[config.mk]
export PLATFORM = sky130hd
export DESIGN_NAME = pipe_delimited_display_command_parser_flat
export DESIGN_NICKNAME = d
export VERILOG_FILES = /design/src/sv/ppdc_pkg.sv /design/src/sv/ppdc_if.sv /design/src/sv/ppdc_ctrl.sv /design/src/sv/ppdc_dp.sv /design/src/sv/pipe_delimited_display_command_parser.sv /design/src/flat_wrapper.sv
export SDC_FILE = /design/constraint.sdc
export NUM_CORES = 1
export LEC_CHECK = 0
export BUFFER_PORTS_ARGS = -buffer_cell sky130_fd_sc_hd__buf_4
export CAP_MARGIN = 30
export CORE_UTILIZATION = 30
export CTS_CLUSTER_DIAMETER = 200
export DETAILED_ROUTE_END_ITERATION = 8
export HOLD_SLACK_MARGIN = 0.06
export PLACE_DENSITY = 0.45
export REMOVE_ABC_BUFFERS = 1
export SYNTH_ARGS = -nofsm -noshare
export SYNTH_HDL_FRONTEND = slang
export SYNTH_SLANG_ARGS = --single-unit
export TNS_END_PERCENT = 1
[constraint.sdc]
create_clock -name i_clk -period 21.3 [get_ports i_clk]
set_clock_uncertainty 0.2 [all_clocks]
set_input_delay 1.065 -clock i_clk [delete_from_list [all_inputs] [get_ports i_clk]]
set_output_delay 1.065 -clock i_clk [all_outputs]
set_load 0.01 [all_outputs]
[src/sv/ppdc_pkg.sv]
// ----------------------------------------------------------------------------
// Display command parser package
// Shared constants, field selects and controller/datapath link structures.
// ----------------------------------------------------------------------------
`default_nettype none

package ppdc_pkg;

    localparam int TEXT_CAPACITY = 64;
    localparam int COMMAND_COUNT = 7;
    localparam int STORE_DEPTH   = TEXT_CAPACITY - 1;
    localparam int ADDR_W        = (STORE_DEPTH > 1) ? $clog2(STORE_DEPTH) : 1;

    localparam int LEN_W    = 6;
    localparam int CODE_W   = 3;
    localparam int DELAY_W  = 16;
    localparam int COLOUR_W = 8;
    localparam int BYTE_W   = 8;

    localparam logic [LEN_W-1:0] BOGUS_LEN = LEN_W'(5);

    typedef enum logic [3:0] {
        FLD_CODE,
        FLD_D1,
        FLD_D2,
        FLD_FR,
        FLD_FG,
        FLD_FB,
        FLD_BR,
        FLD_BG,
        FLD_BB
    } t_field;

    typedef struct packed {
        logic              store;
        logic              acc_en;
        t_field            acc_sel;
        logic [BYTE_W-1:0] data;
        logic              pub_start;
        logic              bogus;
        logic              emit;
    } t_dp_cmd;

    typedef struct packed {
        logic out_free;
        logic last_item;
        logic fill_next;
    } t_dp_status;

endpackage

`default_nettype wire

[src/sv/ppdc_if.sv]
// ----------------------------------------------------------------------------
// Display command parser channels
// Byte input channel and command output channel, valid/ready handshake.
// ----------------------------------------------------------------------------
`default_nettype none

interface ppdc_in_if;
    logic                        valid;
    logic                        ready;
    logic [ppdc_pkg::BYTE_W-1:0] in_byte;

    modport source (output valid, output in_byte, input ready);
    modport sink   (input valid, input in_byte, output ready);
endinterface

interface ppdc_out_if;
    logic                          valid;
    logic                          ready;
    logic                          last;
    logic [ppdc_pkg::BYTE_W-1:0]   text_char;
    logic [ppdc_pkg::LEN_W-1:0]    char_total;
    logic [ppdc_pkg::CODE_W-1:0]   command_code;
    logic [ppdc_pkg::DELAY_W-1:0]  first_delay;
    logic [ppdc_pkg::DELAY_W-1:0]  second_delay;
    logic [ppdc_pkg::COLOUR_W-1:0] fore_red;
    logic [ppdc_pkg::COLOUR_W-1:0] fore_green;
    logic [ppdc_pkg::COLOUR_W-1:0] fore_blue;
    logic [ppdc_pkg::COLOUR_W-1:0] back_red;
    logic [ppdc_pkg::COLOUR_W-1:0] back_green;
    logic [ppdc_pkg::COLOUR_W-1:0] back_blue;

    modport source (output valid, output last, output text_char, output char_total,
                    output command_code, output first_delay, output second_delay,
                    output fore_red, output fore_green, output fore_blue,
                    output back_red, output back_green, output back_blue,
                    input ready);
    modport sink   (input valid, input last, input text_char, input char_total,
                    input command_code, input first_delay, input second_delay,
                    input fore_red, input fore_green, input fore_blue,
                    input back_red, input back_green, input back_blue,
                    output ready);
endinterface

`default_nettype wire

[src/sv/ppdc_ctrl.sv]
// ----------------------------------------------------------------------------
// Display command parser controller
// Line automaton over character classes and publish sequencing.
// ----------------------------------------------------------------------------
`default_nettype none

module ppdc_ctrl (
    input  wire logic                        i_clk,
    input  wire logic                        i_rst_n,
    input  wire logic                        i_valid,
    output logic                             o_ready,
    input  wire logic [ppdc_pkg::BYTE_W-1:0] i_byte,
    output ppdc_pkg::t_dp_cmd                o_cmd,
    input  wire ppdc_pkg::t_dp_status        i_status
);

    localparam logic [4:0] ST_TEXT     = 5'd0;
    localparam logic [4:0] ST_CODE_BAR = 5'd1;
    localparam logic [4:0] ST_FLD_MIN  = 5'd2;
    localparam logic [4:0] ST_FLD_LAST = 5'd16;
    localparam logic [4:0] ST_BG_END   = 5'd17;
    localparam logic [4:0] ST_BB       = 5'd18;
    localparam logic [4:0] ST_IGN      = 5'd19;
    localparam logic [4:0] ST_EOC      = 5'd20;
    localparam logic [4:0] ST_ERR      = 5'd21;
    localparam logic [4:0] ST_EOE      = 5'd22;
    localparam logic [4:0] ST_DRAIN    = 5'd23;

    localparam logic [7:0] CH_NUL   = 8'd0;
    localparam logic [7:0] CH_NL    = 8'd10;
    localparam logic [7:0] CH_CR    = 8'd13;
    localparam logic [7:0] CH_SPACE = 8'd32;
    localparam logic [7:0] CH_TILDE = 8'd126;
    localparam logic [7:0] CH_PIPE  = 8'd124;
    localparam logic [7:0] CH_D0    = 8'd48;
    localparam logic [7:0] CH_D9    = 8'd57;

    typedef enum logic [2:0] {
        CL_TEXT,
        CL_DIGIT,
        CL_PIPE,
        CL_CR,
        CL_NL,
        CL_BAD
    } t_class;

    typedef enum logic {
        M_PARSE,
        M_PUB
    } t_mode;

    function automatic t_class classify(logic [7:0] c);
        t_class cl;
        priority if (c == CH_NL)                   cl = CL_NL;
        else if (c == CH_CR)                       cl = CL_CR;
        else if (c < CH_SPACE || c > CH_TILDE)     cl = CL_BAD;
        else if (c == CH_PIPE)                     cl = CL_PIPE;
        else if (c >= CH_D0 && c <= CH_D9)         cl = CL_DIGIT;
        else                                       cl = CL_TEXT;
        return cl;
    endfunction

    function automatic logic [4:0] next_state(logic [4:0] s, t_class cl);
        logic [4:0] n;
        n = ST_ERR;
        if (s == ST_TEXT) begin
            if (cl == CL_TEXT || cl == CL_DIGIT) n = ST_TEXT;
            else if (cl == CL_PIPE)              n = ST_CODE_BAR;
        end else if (s >= ST_CODE_BAR && s <= ST_FLD_LAST) begin
            if (cl == CL_DIGIT)     n = s[0] ? s + 5'd1 : s;
            else if (cl == CL_PIPE) n = s[0] ? s + 5'd2 : s + 5'd1;
        end else if (s == ST_BG_END || s == ST_BB || s == ST_IGN) begin
            if (cl == CL_NL)                         n = ST_EOC;
            else if (cl == CL_CR)                    n = ST_IGN;
            else if (cl == CL_DIGIT && s != ST_IGN)  n = ST_BB;
        end else begin
            if (cl == CL_NL) n = ST_EOE;
        end
        return n;
    endfunction

    t_mode      r_mode, n_mode;
    logic [4:0] r_parse, n_parse;
    logic [4:0] s_eff;
    logic [4:0] n_st;
    logic       take;

    always_comb begin
        take    = i_valid && (r_mode == M_PARSE);
        s_eff   = (r_parse > ST_DRAIN) ? ST_TEXT : r_parse;
        n_st    = next_state(s_eff, classify(i_byte));
        n_mode  = r_mode;
        n_parse = r_parse;

        o_cmd           = '0;
        o_cmd.data      = i_byte;
        o_cmd.acc_sel   = ppdc_pkg::t_field'(n_st[4:1] - 4'd1);
        o_cmd.emit      = (r_mode == M_PUB);

        if (take) begin
            if (r_parse == ST_DRAIN) begin
                if (i_byte == CH_NUL || i_byte == CH_NL) n_parse = ST_TEXT;
            end else if (i_byte == CH_NUL || n_st == ST_EOC) begin
                o_cmd.pub_start = 1'b1;
                n_mode          = M_PUB;
                n_parse         = ST_TEXT;
            end else if (n_st == ST_EOE) begin
                o_cmd.pub_start = 1'b1;
                o_cmd.bogus     = 1'b1;
                n_mode          = M_PUB;
                n_parse         = ST_TEXT;
            end else begin
                n_parse = n_st;
                if (n_st == ST_TEXT) begin
                    o_cmd.store = 1'b1;
                    if (i_status.fill_next) begin
                        o_cmd.pub_start = 1'b1;
                        n_mode          = M_PUB;
                        n_parse         = ST_DRAIN;
                    end
                end else if (n_st >= ST_FLD_MIN && n_st <= ST_BB && !n_st[0]) begin
                    o_cmd.acc_en = 1'b1;
                end
            end
        end

        if (r_mode == M_PUB && i_status.out_free && i_status.last_item) begin
            n_mode = M_PARSE;
        end
    end

    always_ff @(posedge i_clk) begin
        if (!i_rst_n) begin
            r_mode  <= M_PARSE;
            r_parse <= ST_TEXT;
        end else begin
            r_mode  <= n_mode;
            r_parse <= n_parse;
        end
    end

    assign o_ready = (r_mode == M_PARSE);

endmodule

`default_nettype wire

[src/sv/ppdc_dp.sv]
// ----------------------------------------------------------------------------
// Display command parser datapath
// Text store, saturating decimal accumulators and the output register.
// ----------------------------------------------------------------------------
`default_nettype none

module ppdc_dp (
    input  wire logic                           i_clk,
    input  wire logic                           i_rst_n,
    input  wire ppdc_pkg::t_dp_cmd              i_cmd,
    output ppdc_pkg::t_dp_status                o_status,
    output logic                                o_valid,
    input  wire logic                           i_ready,
    output logic                                o_last,
    output logic [ppdc_pkg::BYTE_W-1:0]         o_text_char,
    output logic [ppdc_pkg::LEN_W-1:0]          o_char_total,
    output logic [ppdc_pkg::CODE_W-1:0]         o_command_code,
    output logic [ppdc_pkg::DELAY_W-1:0]        o_first_delay,
    output logic [ppdc_pkg::DELAY_W-1:0]        o_second_delay,
    output logic [ppdc_pkg::COLOUR_W-1:0]       o_fore_red,
    output logic [ppdc_pkg::COLOUR_W-1:0]       o_fore_green,
    output logic [ppdc_pkg::COLOUR_W-1:0]       o_fore_blue,
    output logic [ppdc_pkg::COLOUR_W-1:0]       o_back_red,
    output logic [ppdc_pkg::COLOUR_W-1:0]       o_back_green,
    output logic [ppdc_pkg::COLOUR_W-1:0]       o_back_blue
);

    localparam int LW = ppdc_pkg::LEN_W;
    localparam int AW = ppdc_pkg::ADDR_W;
    localparam int DW = ppdc_pkg::DELAY_W;
    localparam int CW = ppdc_pkg::COLOUR_W;

    function automatic logic [7:0] bogus_char(logic [2:0] k);
        logic [7:0] ch;
        unique case (k)
            3'd0:    ch = 8'd66;
            3'd1:    ch = 8'd79;
            3'd2:    ch = 8'd71;
            3'd3:    ch = 8'd85;
            3'd4:    ch = 8'd83;
            default: ch = 8'd0;
        endcase
        return ch;
    endfunction

    logic [7:0]    r_mem [ppdc_pkg::STORE_DEPTH];
    logic [7:0]    r_rd_data;

    logic [LW-1:0] r_count;
    logic [7:0]    r_code_acc;
    logic [DW-1:0] r_delay  [2];
    logic [CW-1:0] r_colour [6];

    logic [LW-1:0] r_len;
    logic [ppdc_pkg::CODE_W-1:0] r_code_pub;
    logic          r_bogus;
    logic [LW-1:0] r_k;
    logic          r_o_valid;

    logic          out_free;
    logic          ld;
    logic          last_item;
    logic [LW-1:0] n_count;
    logic [LW-1:0] k_next;
    logic          rd_en;
    logic [AW-1:0] rd_addr;
    logic [AW-1:0] wr_addr;
    logic [DW-1:0] sel_acc;
    logic [DW-1:0] ceil;
    logic [19:0]   prod;
    logic [DW-1:0] sat;
    logic [ppdc_pkg::CODE_W-1:0] code_ok;

    always_comb begin
        out_free  = !r_o_valid || i_ready;
        ld        = i_cmd.emit && out_free;
        last_item = (r_k == r_len);
        n_count   = r_count + LW'(i_cmd.store);
        k_next    = r_k + LW'(1);
        wr_addr   = r_count[AW-1:0];

        rd_en   = 1'b0;
        rd_addr = '0;
        if (i_cmd.pub_start) begin
            rd_en = 1'b1;
        end else if (ld && !last_item && k_next < r_len) begin
            rd_en   = 1'b1;
            rd_addr = k_next[AW-1:0];
        end

        unique case (i_cmd.acc_sel)
            ppdc_pkg::FLD_CODE: sel_acc = DW'(r_code_acc);
            ppdc_pkg::FLD_D1:   sel_acc = r_delay[0];
            ppdc_pkg::FLD_D2:   sel_acc = r_delay[1];
            ppdc_pkg::FLD_FR:   sel_acc = DW'(r_colour[0]);
            ppdc_pkg::FLD_FG:   sel_acc = DW'(r_colour[1]);
            ppdc_pkg::FLD_FB:   sel_acc = DW'(r_colour[2]);
            ppdc_pkg::FLD_BR:   sel_acc = DW'(r_colour[3]);
            ppdc_pkg::FLD_BG:   sel_acc = DW'(r_colour[4]);
            ppdc_pkg::FLD_BB:   sel_acc = DW'(r_colour[5]);
            default:            sel_acc = '0;
        endcase
        ceil = (i_cmd.acc_sel == ppdc_pkg::FLD_D1 || i_cmd.acc_sel == ppdc_pkg::FLD_D2)
             ? {DW{1'b1}} : DW'(8'hFF);
        prod = {1'b0, sel_acc, 3'b000} + {3'b000, sel_acc, 1'b0} + 20'(i_cmd.data[3:0]);
        sat  = (prod > 20'(ceil)) ? ceil : prod[DW-1:0];

        code_ok = (r_code_acc >= 8'(ppdc_pkg::COMMAND_COUNT))
                ? '0 : r_code_acc[ppdc_pkg::CODE_W-1:0];

        o_status.out_free  = out_free;
        o_status.last_item = last_item;
        o_status.fill_next = (r_count == LW'(ppdc_pkg::STORE_DEPTH - 1));
    end

    always_ff @(posedge i_clk) begin
        if (i_cmd.store) begin
            r_mem[wr_addr] <= i_cmd.data;
        end
        if (rd_en) begin
            if (i_cmd.store && wr_addr == rd_addr) begin
                r_rd_data <= i_cmd.data;
            end else begin
                r_rd_data <= r_mem[rd_addr];
            end
        end
    end

    always_ff @(posedge i_clk) begin
        if (!i_rst_n) begin
            r_count    <= '0;
            r_code_acc <= '0;
            r_delay    <= '{default: '0};
            r_colour   <= '{default: '0};
            r_len      <= '0;
            r_code_pub <= '0;
            r_bogus    <= 1'b0;
            r_k        <= '0;
            r_o_valid  <= 1'b0;
        end else begin
            if (ld && last_item) begin
                r_count    <= '0;
                r_code_acc <= '0;
                r_delay    <= '{default: '0};
                r_colour   <= '{default: '0};
            end else begin
                r_count <= n_count;
                if (i_cmd.acc_en) begin
                    unique case (i_cmd.acc_sel)
                        ppdc_pkg::FLD_CODE: r_code_acc  <= sat[7:0];
                        ppdc_pkg::FLD_D1:   r_delay[0]  <= sat;
                        ppdc_pkg::FLD_D2:   r_delay[1]  <= sat;
                        ppdc_pkg::FLD_FR:   r_colour[0] <= sat[CW-1:0];
                        ppdc_pkg::FLD_FG:   r_colour[1] <= sat[CW-1:0];
                        ppdc_pkg::FLD_FB:   r_colour[2] <= sat[CW-1:0];
                        ppdc_pkg::FLD_BR:   r_colour[3] <= sat[CW-1:0];
                        ppdc_pkg::FLD_BG:   r_colour[4] <= sat[CW-1:0];
                        ppdc_pkg::FLD_BB:   r_colour[5] <= sat[CW-1:0];
                        default:            r_code_acc  <= r_code_acc;
                    endcase
                end
            end

            if (i_cmd.pub_start) begin
                r_len      <= i_cmd.bogus ? ppdc_pkg::BOGUS_LEN : n_count;
                r_code_pub <= i_cmd.bogus ? '0 : code_ok;
                r_bogus    <= i_cmd.bogus;
                r_k        <= '0;
            end else if (ld) begin
                r_k <= k_next;
            end

            if (ld) begin
                r_o_valid <= 1'b1;
            end else if (i_ready) begin
                r_o_valid <= 1'b0;
            end
        end
    end

    always_ff @(posedge i_clk) begin
        if (ld) begin
            o_last         <= last_item;
            o_text_char    <= last_item ? 8'd0
                            : (r_bogus ? bogus_char(r_k[2:0]) : r_rd_data);
            o_char_total   <= r_len;
            o_command_code <= r_code_pub;
            o_first_delay  <= r_delay[0];
            o_second_delay <= r_delay[1];
            o_fore_red     <= r_colour[0];
            o_fore_green   <= r_colour[1];
            o_fore_blue    <= r_colour[2];
            o_back_red     <= r_colour[3];
            o_back_green   <= r_colour[4];
            o_back_blue    <= r_colour[5];
        end
    end

    assign o_valid = r_o_valid;

    a_count_bound: assert property (@(posedge i_clk) disable iff (!i_rst_n)
        r_count <= LW'(ppdc_pkg::STORE_DEPTH))
        else $error("text count beyond store depth");

    a_clear_after_final: assert property (@(posedge i_clk) disable iff (!i_rst_n)
        (ld && last_item) |=> (r_count == '0 && r_code_acc == '0))
        else $error("accumulators not cleared after final transfer");

    a_index_bound: assert property (@(posedge i_clk) disable iff (!i_rst_n)
        i_cmd.emit |-> (r_k <= r_len))
        else $error("publish index overran length");

    a_bogus_len: assert property (@(posedge i_clk) disable iff (!i_rst_n)
        (i_cmd.emit && r_bogus) |-> (r_len == ppdc_pkg::BOGUS_LEN))
        else $error("error line published with wrong length");

endmodule

`default_nettype wire

[src/sv/pipe_delimited_display_command_parser.sv]
// ----------------------------------------------------------------------------
// Pipe delimited display command parser
// Parses text|cmd|d1|d2|fr|fg|fb|br|bg|bb lines into display commands.
// ----------------------------------------------------------------------------
// Usage:
//   i_in carries one raw byte per transfer. While parsing, one byte is taken
//   every cycle; a byte that only advances the line automaton gives no result.
//   A newline after the last colour, a newline in an error line, a zero byte,
//   or the text store filling publishes a command on o_out: one transfer per
//   text byte, then a final transfer with last set and the decoded fields.
//   The first result passes the mode register and then the output register
//   after the terminating byte; while a command drains, i_in is held off,
//   as the single text store read port feeds the output register one
//   text byte at a time. Throughput is otherwise one byte/cycle.
//   Reset returns the automaton to the text state and clears all fields and
//   the text count; the text store needs no clearing.
//   When the receiver stalls, the output register holds its transfer and the
//   drain pauses; once the final transfer is loaded, parsing of the next line
//   continues while it waits.
// ----------------------------------------------------------------------------
`default_nettype none

module pipe_delimited_display_command_parser (
    input  wire logic   i_clk,
    input  wire logic   i_rst_n,
    ppdc_in_if.sink     i_in,
    ppdc_out_if.source  o_out
);

    ppdc_pkg::t_dp_cmd    dp_cmd;
    ppdc_pkg::t_dp_status dp_status;

    ppdc_ctrl u_ctrl (
        .i_clk    (i_clk),
        .i_rst_n  (i_rst_n),
        .i_valid  (i_in.valid),
        .o_ready  (i_in.ready),
        .i_byte   (i_in.in_byte),
        .o_cmd    (dp_cmd),
        .i_status (dp_status)
    );

    ppdc_dp u_dp (
        .i_clk          (i_clk),
        .i_rst_n        (i_rst_n),
        .i_cmd          (dp_cmd),
        .o_status       (dp_status),
        .o_valid        (o_out.valid),
        .i_ready        (o_out.ready),
        .o_last         (o_out.last),
        .o_text_char    (o_out.text_char),
        .o_char_total   (o_out.char_total),
        .o_command_code (o_out.command_code),
        .o_first_delay  (o_out.first_delay),
        .o_second_delay (o_out.second_delay),
        .o_fore_red     (o_out.fore_red),
        .o_fore_green   (o_out.fore_green),
        .o_fore_blue    (o_out.fore_blue),
        .o_back_red     (o_out.back_red),
        .o_back_green   (o_out.back_green),
        .o_back_blue    (o_out.back_blue)
    );

endmodule

`default_nettype wire
[src/flat_wrapper.sv]
// flat-port wrapper written by rule: the top's interface ports become plain ports
module pipe_delimited_display_command_parser_flat 
  (i_clk, i_rst_n, i_in_valid, i_in_in_byte, i_in_ready, o_out_valid, o_out_last, o_out_text_char, o_out_char_total, o_out_command_code, o_out_first_delay, o_out_second_delay, o_out_fore_red, o_out_fore_green, o_out_fore_blue, o_out_back_red, o_out_back_green, o_out_back_blue, o_out_ready);
  ppdc_in_if i_in_i ();
  ppdc_out_if o_out_i ();
  input  wire logic i_clk;
  input  wire logic i_rst_n;
  input wire logic [$bits(i_in_i.valid)-1:0] i_in_valid;
  input wire logic [$bits(i_in_i.in_byte)-1:0] i_in_in_byte;
  output wire logic [$bits(i_in_i.ready)-1:0] i_in_ready;
  output wire logic [$bits(o_out_i.valid)-1:0] o_out_valid;
  output wire logic [$bits(o_out_i.last)-1:0] o_out_last;
  output wire logic [$bits(o_out_i.text_char)-1:0] o_out_text_char;
  output wire logic [$bits(o_out_i.char_total)-1:0] o_out_char_total;
  output wire logic [$bits(o_out_i.command_code)-1:0] o_out_command_code;
  output wire logic [$bits(o_out_i.first_delay)-1:0] o_out_first_delay;
  output wire logic [$bits(o_out_i.second_delay)-1:0] o_out_second_delay;
  output wire logic [$bits(o_out_i.fore_red)-1:0] o_out_fore_red;
  output wire logic [$bits(o_out_i.fore_green)-1:0] o_out_fore_green;
  output wire logic [$bits(o_out_i.fore_blue)-1:0] o_out_fore_blue;
  output wire logic [$bits(o_out_i.back_red)-1:0] o_out_back_red;
  output wire logic [$bits(o_out_i.back_green)-1:0] o_out_back_green;
  output wire logic [$bits(o_out_i.back_blue)-1:0] o_out_back_blue;
  input wire logic [$bits(o_out_i.ready)-1:0] o_out_ready;
  assign i_in_i.valid = i_in_valid;
  assign i_in_i.in_byte = i_in_in_byte;
  assign i_in_ready = i_in_i.ready;
  assign o_out_valid = o_out_i.valid;
  assign o_out_last = o_out_i.last;
  assign o_out_text_char = o_out_i.text_char;
  assign o_out_char_total = o_out_i.char_total;
  assign o_out_command_code = o_out_i.command_code;
  assign o_out_first_delay = o_out_i.first_delay;
  assign o_out_second_delay = o_out_i.second_delay;
  assign o_out_fore_red = o_out_i.fore_red;
  assign o_out_fore_green = o_out_i.fore_green;
  assign o_out_fore_blue = o_out_i.fore_blue;
  assign o_out_back_red = o_out_i.back_red;
  assign o_out_back_green = o_out_i.back_green;
  assign o_out_back_blue = o_out_i.back_blue;
  assign o_out_i.ready = o_out_ready;
  pipe_delimited_display_command_parser u_core (.i_clk(i_clk), .i_rst_n(i_rst_n), .i_in(i_in_i), .o_out(o_out_i));
endmodule
==> metrics.txt <==
# TYPE chip_impl_metric gauge
chip_impl_metric{name="net-switching-power",unit="W"} 0.00131
chip_impl_metric{name="hold_buffers",unit=""} 0
chip_impl_metric{name="whs",unit="ps"} 240
chip_impl_metric{name="cts_max_level",unit=""} 3
chip_impl_metric{name="maxCapViolations",unit=""} 0
chip_impl_info{name="critical_path.most_common_cell",value="sky130_fd_sc_hd__ha_1"} 1
chip_impl_metric{name="synth.cell_area",unit="um2"} 30700
chip_impl_metric{name="die_area",unit="um2"} 104000
chip_impl_info{name="setup.worst_path.start_class",value="register"} 1
chip_impl_metric{name="first_global_vias",unit=""} 20000
chip_impl_metric{name="io_pins",unit=""} 112
chip_impl_info{name="tritoncts",value="done"} 1
chip_impl_metric{name="drive_gt1_frac",unit=""} 0.156
chip_impl_metric{name="synth-seq-cells",unit=""} 727
chip_impl_metric{name="asyncSetResetFlopFracSynth",unit=""} 0
chip_impl_info{name="critPathLaunch",value="u_core.u_ctrl.r_parse[3]$_SDFFE_PN0P_"} 1
chip_impl_metric{name="gp_routability_congestion",unit=""} 0.854
chip_impl_metric{name="diodes",unit=""} 0
chip_impl_metric{name="path_clk_slew",unit="ps"} 60
chip_impl_metric{name="ant_nets",unit=""} 0
chip_impl_metric{name="synth-edff-count",unit=""} 610
chip_impl_metric{name="cts_resized",unit=""} 0
chip_impl_metric{name="critical-path-max-stage-delay",unit="ps"} 610
chip_impl_metric{name="critPathArrivalTime",unit="ps"} 9360
chip_impl_metric{name="synth.avg_cell_area",unit="um2"} 13.3
chip_impl_metric{name="area_growth_syn_to_layout",unit="%"} 17.0
chip_impl_metric{name="period_needed",unit="ps"} 9070
chip_impl_metric{name="floorplan.initialDensity",unit=""} 0.305
chip_impl_metric{name="finalCritPeriodShare",unit=""} 0.426
chip_impl_metric{name="internal-power",unit="W"} 0.00284
chip_impl_metric{name="clk_latency",unit="ps"} 660
chip_impl_metric{name="tritoncts.num_buffers",unit=""} 84
chip_impl_metric{name="port_buffers",unit=""} 111
chip_impl_metric{name="synth.yosys.warnings",unit=""} 0
chip_impl_info{name="r2r_start",value="u_core.u_ctrl.r_parse[3]$_SDFFE_PN0P_"} 1
chip_impl_metric{name="fp-row-count",unit=""} 116
chip_impl_info{name="layout.cells.most_common",value="sky130_fd_sc_hd__edfxtp_1"} 1
chip_impl_metric{name="nets",unit=""} 2476
chip_impl_metric{name="floorplan.die.width",unit="um"} 322
chip_impl_metric{name="p_sw_frac",unit=""} 0.315
chip_impl_metric{name="pwr-share-comb",unit=""} 0.230
chip_impl_metric{name="total_power",unit="W"} 0.00415
chip_impl_info{name="worst-setup-path-type",value="reg2reg"} 1
chip_impl_metric{name="drcViolationCount",unit=""} 0
chip_impl_metric{name="tightest_slew",unit="ps"} 1090
chip_impl_metric{name="avgViaCountPerCell",unit=""} 5.25
chip_impl_metric{name="grtUsageTotal",unit=""} 0.176
chip_impl_metric{name="cts_setup_buffers",unit=""} 0
chip_impl_metric{name="peakVddDrop",unit="mV"} 0.0620
chip_impl_metric{name="number_of_antenna_violations_at_the_first_check_in_global_routing",unit=""} 4
chip_impl_info{name="setup_repair_after_global_routing_missed_its_margin",value="false"} 1
chip_impl_metric{name="req_time_crit_path",unit="ps"} 21590
chip_impl_info{name="synth.top_cells.by_area",value="sky130_fd_sc_hd__edfxtp_1 60%, sky130_fd_sc_hd__dfxtp_1 7.6%, sky130_fd_sc_hd__mux2i_1 3.1%, sky130_fd_sc_hd__o21ai_0 2.5%, sky130_fd_sc_hd__nor2_1 2.4%"} 1
chip_impl_metric{name="post_layout_nonfiller_instances",unit=""} 3832
chip_impl_metric{name="core_area",unit="um2"} 101000
chip_impl_metric{name="globalRoute.totalOverflow",unit=""} 0
chip_impl_info{name="worst_path_dominant_cell_family",value="compound AO/OA/AOI/OAI gates"} 1
chip_impl_metric{name="timing.setup.tns",unit="ps"} 0
chip_impl_metric{name="synth.distinct_cells",unit=""} 88
chip_impl_info{name="hp-start",value="u_core.u_dp.r_code_pub[0]$_SDFFE_PN0P_"} 1
chip_impl_metric{name="area_share_of_the_largest_cell_type_after_synthesis",unit=""} 0.597
chip_impl_metric{name="chipHeight",unit="um"} 322
chip_impl_info{name="netlist.top_cell.by_area",value="sky130_fd_sc_hd__edfxtp_1"} 1
chip_impl_info{name="min-delay-path-class",value="reg2reg"} 1
chip_impl_metric{name="timing.critical_path.buf_inv",unit=""} 4
chip_impl_metric{name="clock-sinks",unit=""} 727
chip_impl_metric{name="syn_inst",unit=""} 2309
chip_impl_metric{name="final_hold_viol_count",unit=""} 0
chip_impl_info{name="critical_path.endpoint_type",value="register"} 1
chip_impl_info{name="synth_flop_cell",value="sky130_fd_sc_hd__edfxtp_1"} 1
chip_impl_metric{name="detailedPlacementHpwl",unit="mm"} 59.1
chip_impl_metric{name="timing.fmax",unit="MHz"} 110
chip_impl_metric{name="yosysSeqAreaShare",unit=""} 0.673
chip_impl_metric{name="drtPass1Iterations",unit=""} 6
chip_impl_metric{name="maxSlewViolCount",unit=""} 0
chip_impl_metric{name="drt-initial-drc-count",unit=""} 1874
chip_impl_metric{name="power_leakage",unit="nW"} 12.0
chip_impl_metric{name="worst_slew_margin_rel",unit=""} 0.266
chip_impl_metric{name="route.final.wire_length",unit="mm"} 92.2
chip_impl_info{name="run_status",value="completed"} 1
chip_impl_metric{name="grt_pass1_wl",unit="mm"} 136
chip_impl_info{name="cts_root_buf",value="sky130_fd_sc_hd__clkbuf_16"} 1
chip_impl_metric{name="power_frac_seq",unit=""} 0.411
chip_impl_info{name="crit_path_top_delay_cell",value="sky130_fd_sc_hd__buf_4"} 1
chip_impl_metric{name="route.detailed.wl_per_inst",unit="um"} 24.1
chip_impl_metric{name="timing.final.setup_violations",unit=""} 0
chip_impl_metric{name="cts_max_path_buffers",unit=""} 3
chip_impl_metric{name="largest_net_degree_at_the_start_of_global_routing",unit=""} 71
chip_impl_metric{name="power.clock.fraction",unit=""} 0.359
chip_impl_metric{name="via_count",unit=""} 20100
chip_impl_info{name="layout.cells.most_common_list",value="610 x sky130_fd_sc_hd__edfxtp_1, 193 x sky130_fd_sc_hd__nor2_1, 155 x sky130_fd_sc_hd__o21ai_0"} 1
chip_impl_metric{name="path_max_fanout",unit=""} 70
chip_impl_metric{name="place.detailed.instances",unit=""} 3674
chip_impl_metric{name="power_density",unit="nW/um2"} 116
## final timing paths
path	to	slack, ps	cells past startpoint
setup reg to reg	u_core.u_dp.r_colour[24]$_SDFFE_PP0P_	12230	33
hold reg to reg	u_core.u_dp.o_command_code[0]$_DFFE_PP_	240	0
setup / recovery	u_core.u_dp.r_colour[24]$_SDFFE_PP0P_	12230	33
hold / removal	u_core.u_dp.o_command_code[0]$_DFFE_PP_	240	0
## through the flow
stage          utilization  setup WS [ps]  cell area, um2
2_1_floorplan            -           9290           30100
3_3_place_gp         0.328          12010           33000
3_5_place_dp         0.328          11860           33100
4_1_cts              0.356          12260           35900
5_1_grt              0.357          11510           35900
6_report             0.357          12230           35900
## final cells by class
cell class,instances,area (um2)
Fill cell,9787,64800
Sequential cell,727,20700
Multi-Input combinational cell,1402,9390
Clock buffer,105,2250
Tap cell,1357,1700
Timing Repair Buffer,154,1190
Clock inverter,51,598
Inverter,36,138
## power groups by stage
| stage | logic, W | registers (W) | clock network, W |
|---|---|---|---|
| CTS | 0.000965 | 0.00171 | 0.00152 |
| floorplan | 0.000518 | 0.00177 | 0 |
| global placement | 0.000951 | 0.00174 | 0 |
| finish | 0.000955 | 0.00171 | 0.00149 |
| detailed placement | 0.000963 | 0.00174 | 0 |
| global route | 0.00103 | 0.00172 | 0.00157 |
## metal layers
| metal | global-route usage | wire (um) | up-vias | share of wire |
|---|---|---|---|---|
| li1 | - | - | 9120 | - |
| met2 | 0.290 | 43800 | 667 | 0.48 |
| met1 | 0.238 | 40900 | 10200 | 0.44 |
| met4 | 0.0557 | 2590 | 0 | 0.028 |
| met5 | 0 | 0 | - | 0 |
| met3 | 0.0277 | 4870 | 163 | 0.053 |
## synthesized netlist by cell type (8+ instances only)
library cell,count
sky130_fd_sc_hd__o31ai_1,9
sky130_fd_sc_hd__o221ai_1,21
sky130_fd_sc_hd__clkbuf_1,111
sky130_fd_sc_hd__a21o_1,9
sky130_fd_sc_hd__inv_1,32
sky130_fd_sc_hd__o211ai_1,12
sky130_fd_sc_hd__ha_1,58
sky130_fd_sc_hd__a31oi_1,79
sky130_fd_sc_hd__o2bb2ai_1,13
sky130_fd_sc_hd__and2_1,12
sky130_fd_sc_hd__nand2b_1,13
sky130_fd_sc_hd__a2bb2oi_1,14
sky130_fd_sc_hd__o21ai_0,155
sky130_fd_sc_hd__nor2b_1,14
sky130_fd_sc_hd__mux2_2,41
sky130_fd_sc_hd__mux4_2,14
sky130_fd_sc_hd__o21a_1,8
sky130_fd_sc_hd__a211oi_1,32
sky130_fd_sc_hd__dfxtp_1,117
sky130_fd_sc_hd__edfxtp_1,610
sky130_fd_sc_hd__nor3_1,51
sky130_fd_sc_hd__nand3_1,70
sky130_fd_sc_hd__o22ai_1,28
sky130_fd_sc_hd__buf_1,18
sky130_fd_sc_hd__nand2_1,132
sky130_fd_sc_hd__o221a_2,11
sky130_fd_sc_hd__buf_6,8
sky130_fd_sc_hd__nor4_1,8
sky130_fd_sc_hd__nor2_1,196
sky130_fd_sc_hd__a21oi_1,133
sky130_fd_sc_hd__a221oi_1,10
sky130_fd_sc_hd__xor2_1,14
sky130_fd_sc_hd__xnor2_1,16
sky130_fd_sc_hd__mux2i_1,95
## registers in the layout (all words and copies together) (netlist names), 3 cells and up
register / flops
u_core.u_dp.o_text_char: 8
u_core.u_dp.o_fore_red: 8
u_core.u_dp.o_back_red: 8
u_core.u_dp.r_delay: 32
u_core.u_dp.r_code_pub: 3
u_core.u_dp.r_code_acc: 8
u_core.u_dp.o_first_delay: 16
u_core.u_dp.r_k: 6
u_core.u_dp.r_colour: 48
u_core.u_dp.o_back_green: 8
u_core.u_dp.o_second_delay: 16
u_core.u_dp.o_fore_green: 8
u_core.u_dp.o_char_total: 6
u_core.u_dp.r_len: 6
u_core.u_dp.o_fore_blue: 8
u_core.u_dp.r_count: 6
u_core.u_dp.r_mem: 504
u_core.u_dp.r_rd_data: 8
u_core.u_ctrl.r_parse: 5
u_core.u_dp.o_back_blue: 8
u_core.u_dp.o_command_code: 3
## cells by family (layout without fill, tap and decap cells)
| logic type | count (synthesis) | in the layout | synth area share |
|---|---|---|---|
| flip-flops | 727 | 727 | 0.673 |
| AO/OA/AOI/OAI | 613 | 613 | 0.131 |
| AND/OR/NAND/NOR | 550 | 550 | 0.0829 |
| buffers and inverters | 180 | 346 | 0.0242 |
| multiplexers | 150 | 150 | 0.0563 |
| adder cells (fa/ha/maj) | 59 | 59 | 0.0243 |
| XOR/XNOR | 30 | 30 | 0.00856 |
Note: power is estimated with default switching activity, not from simulation.
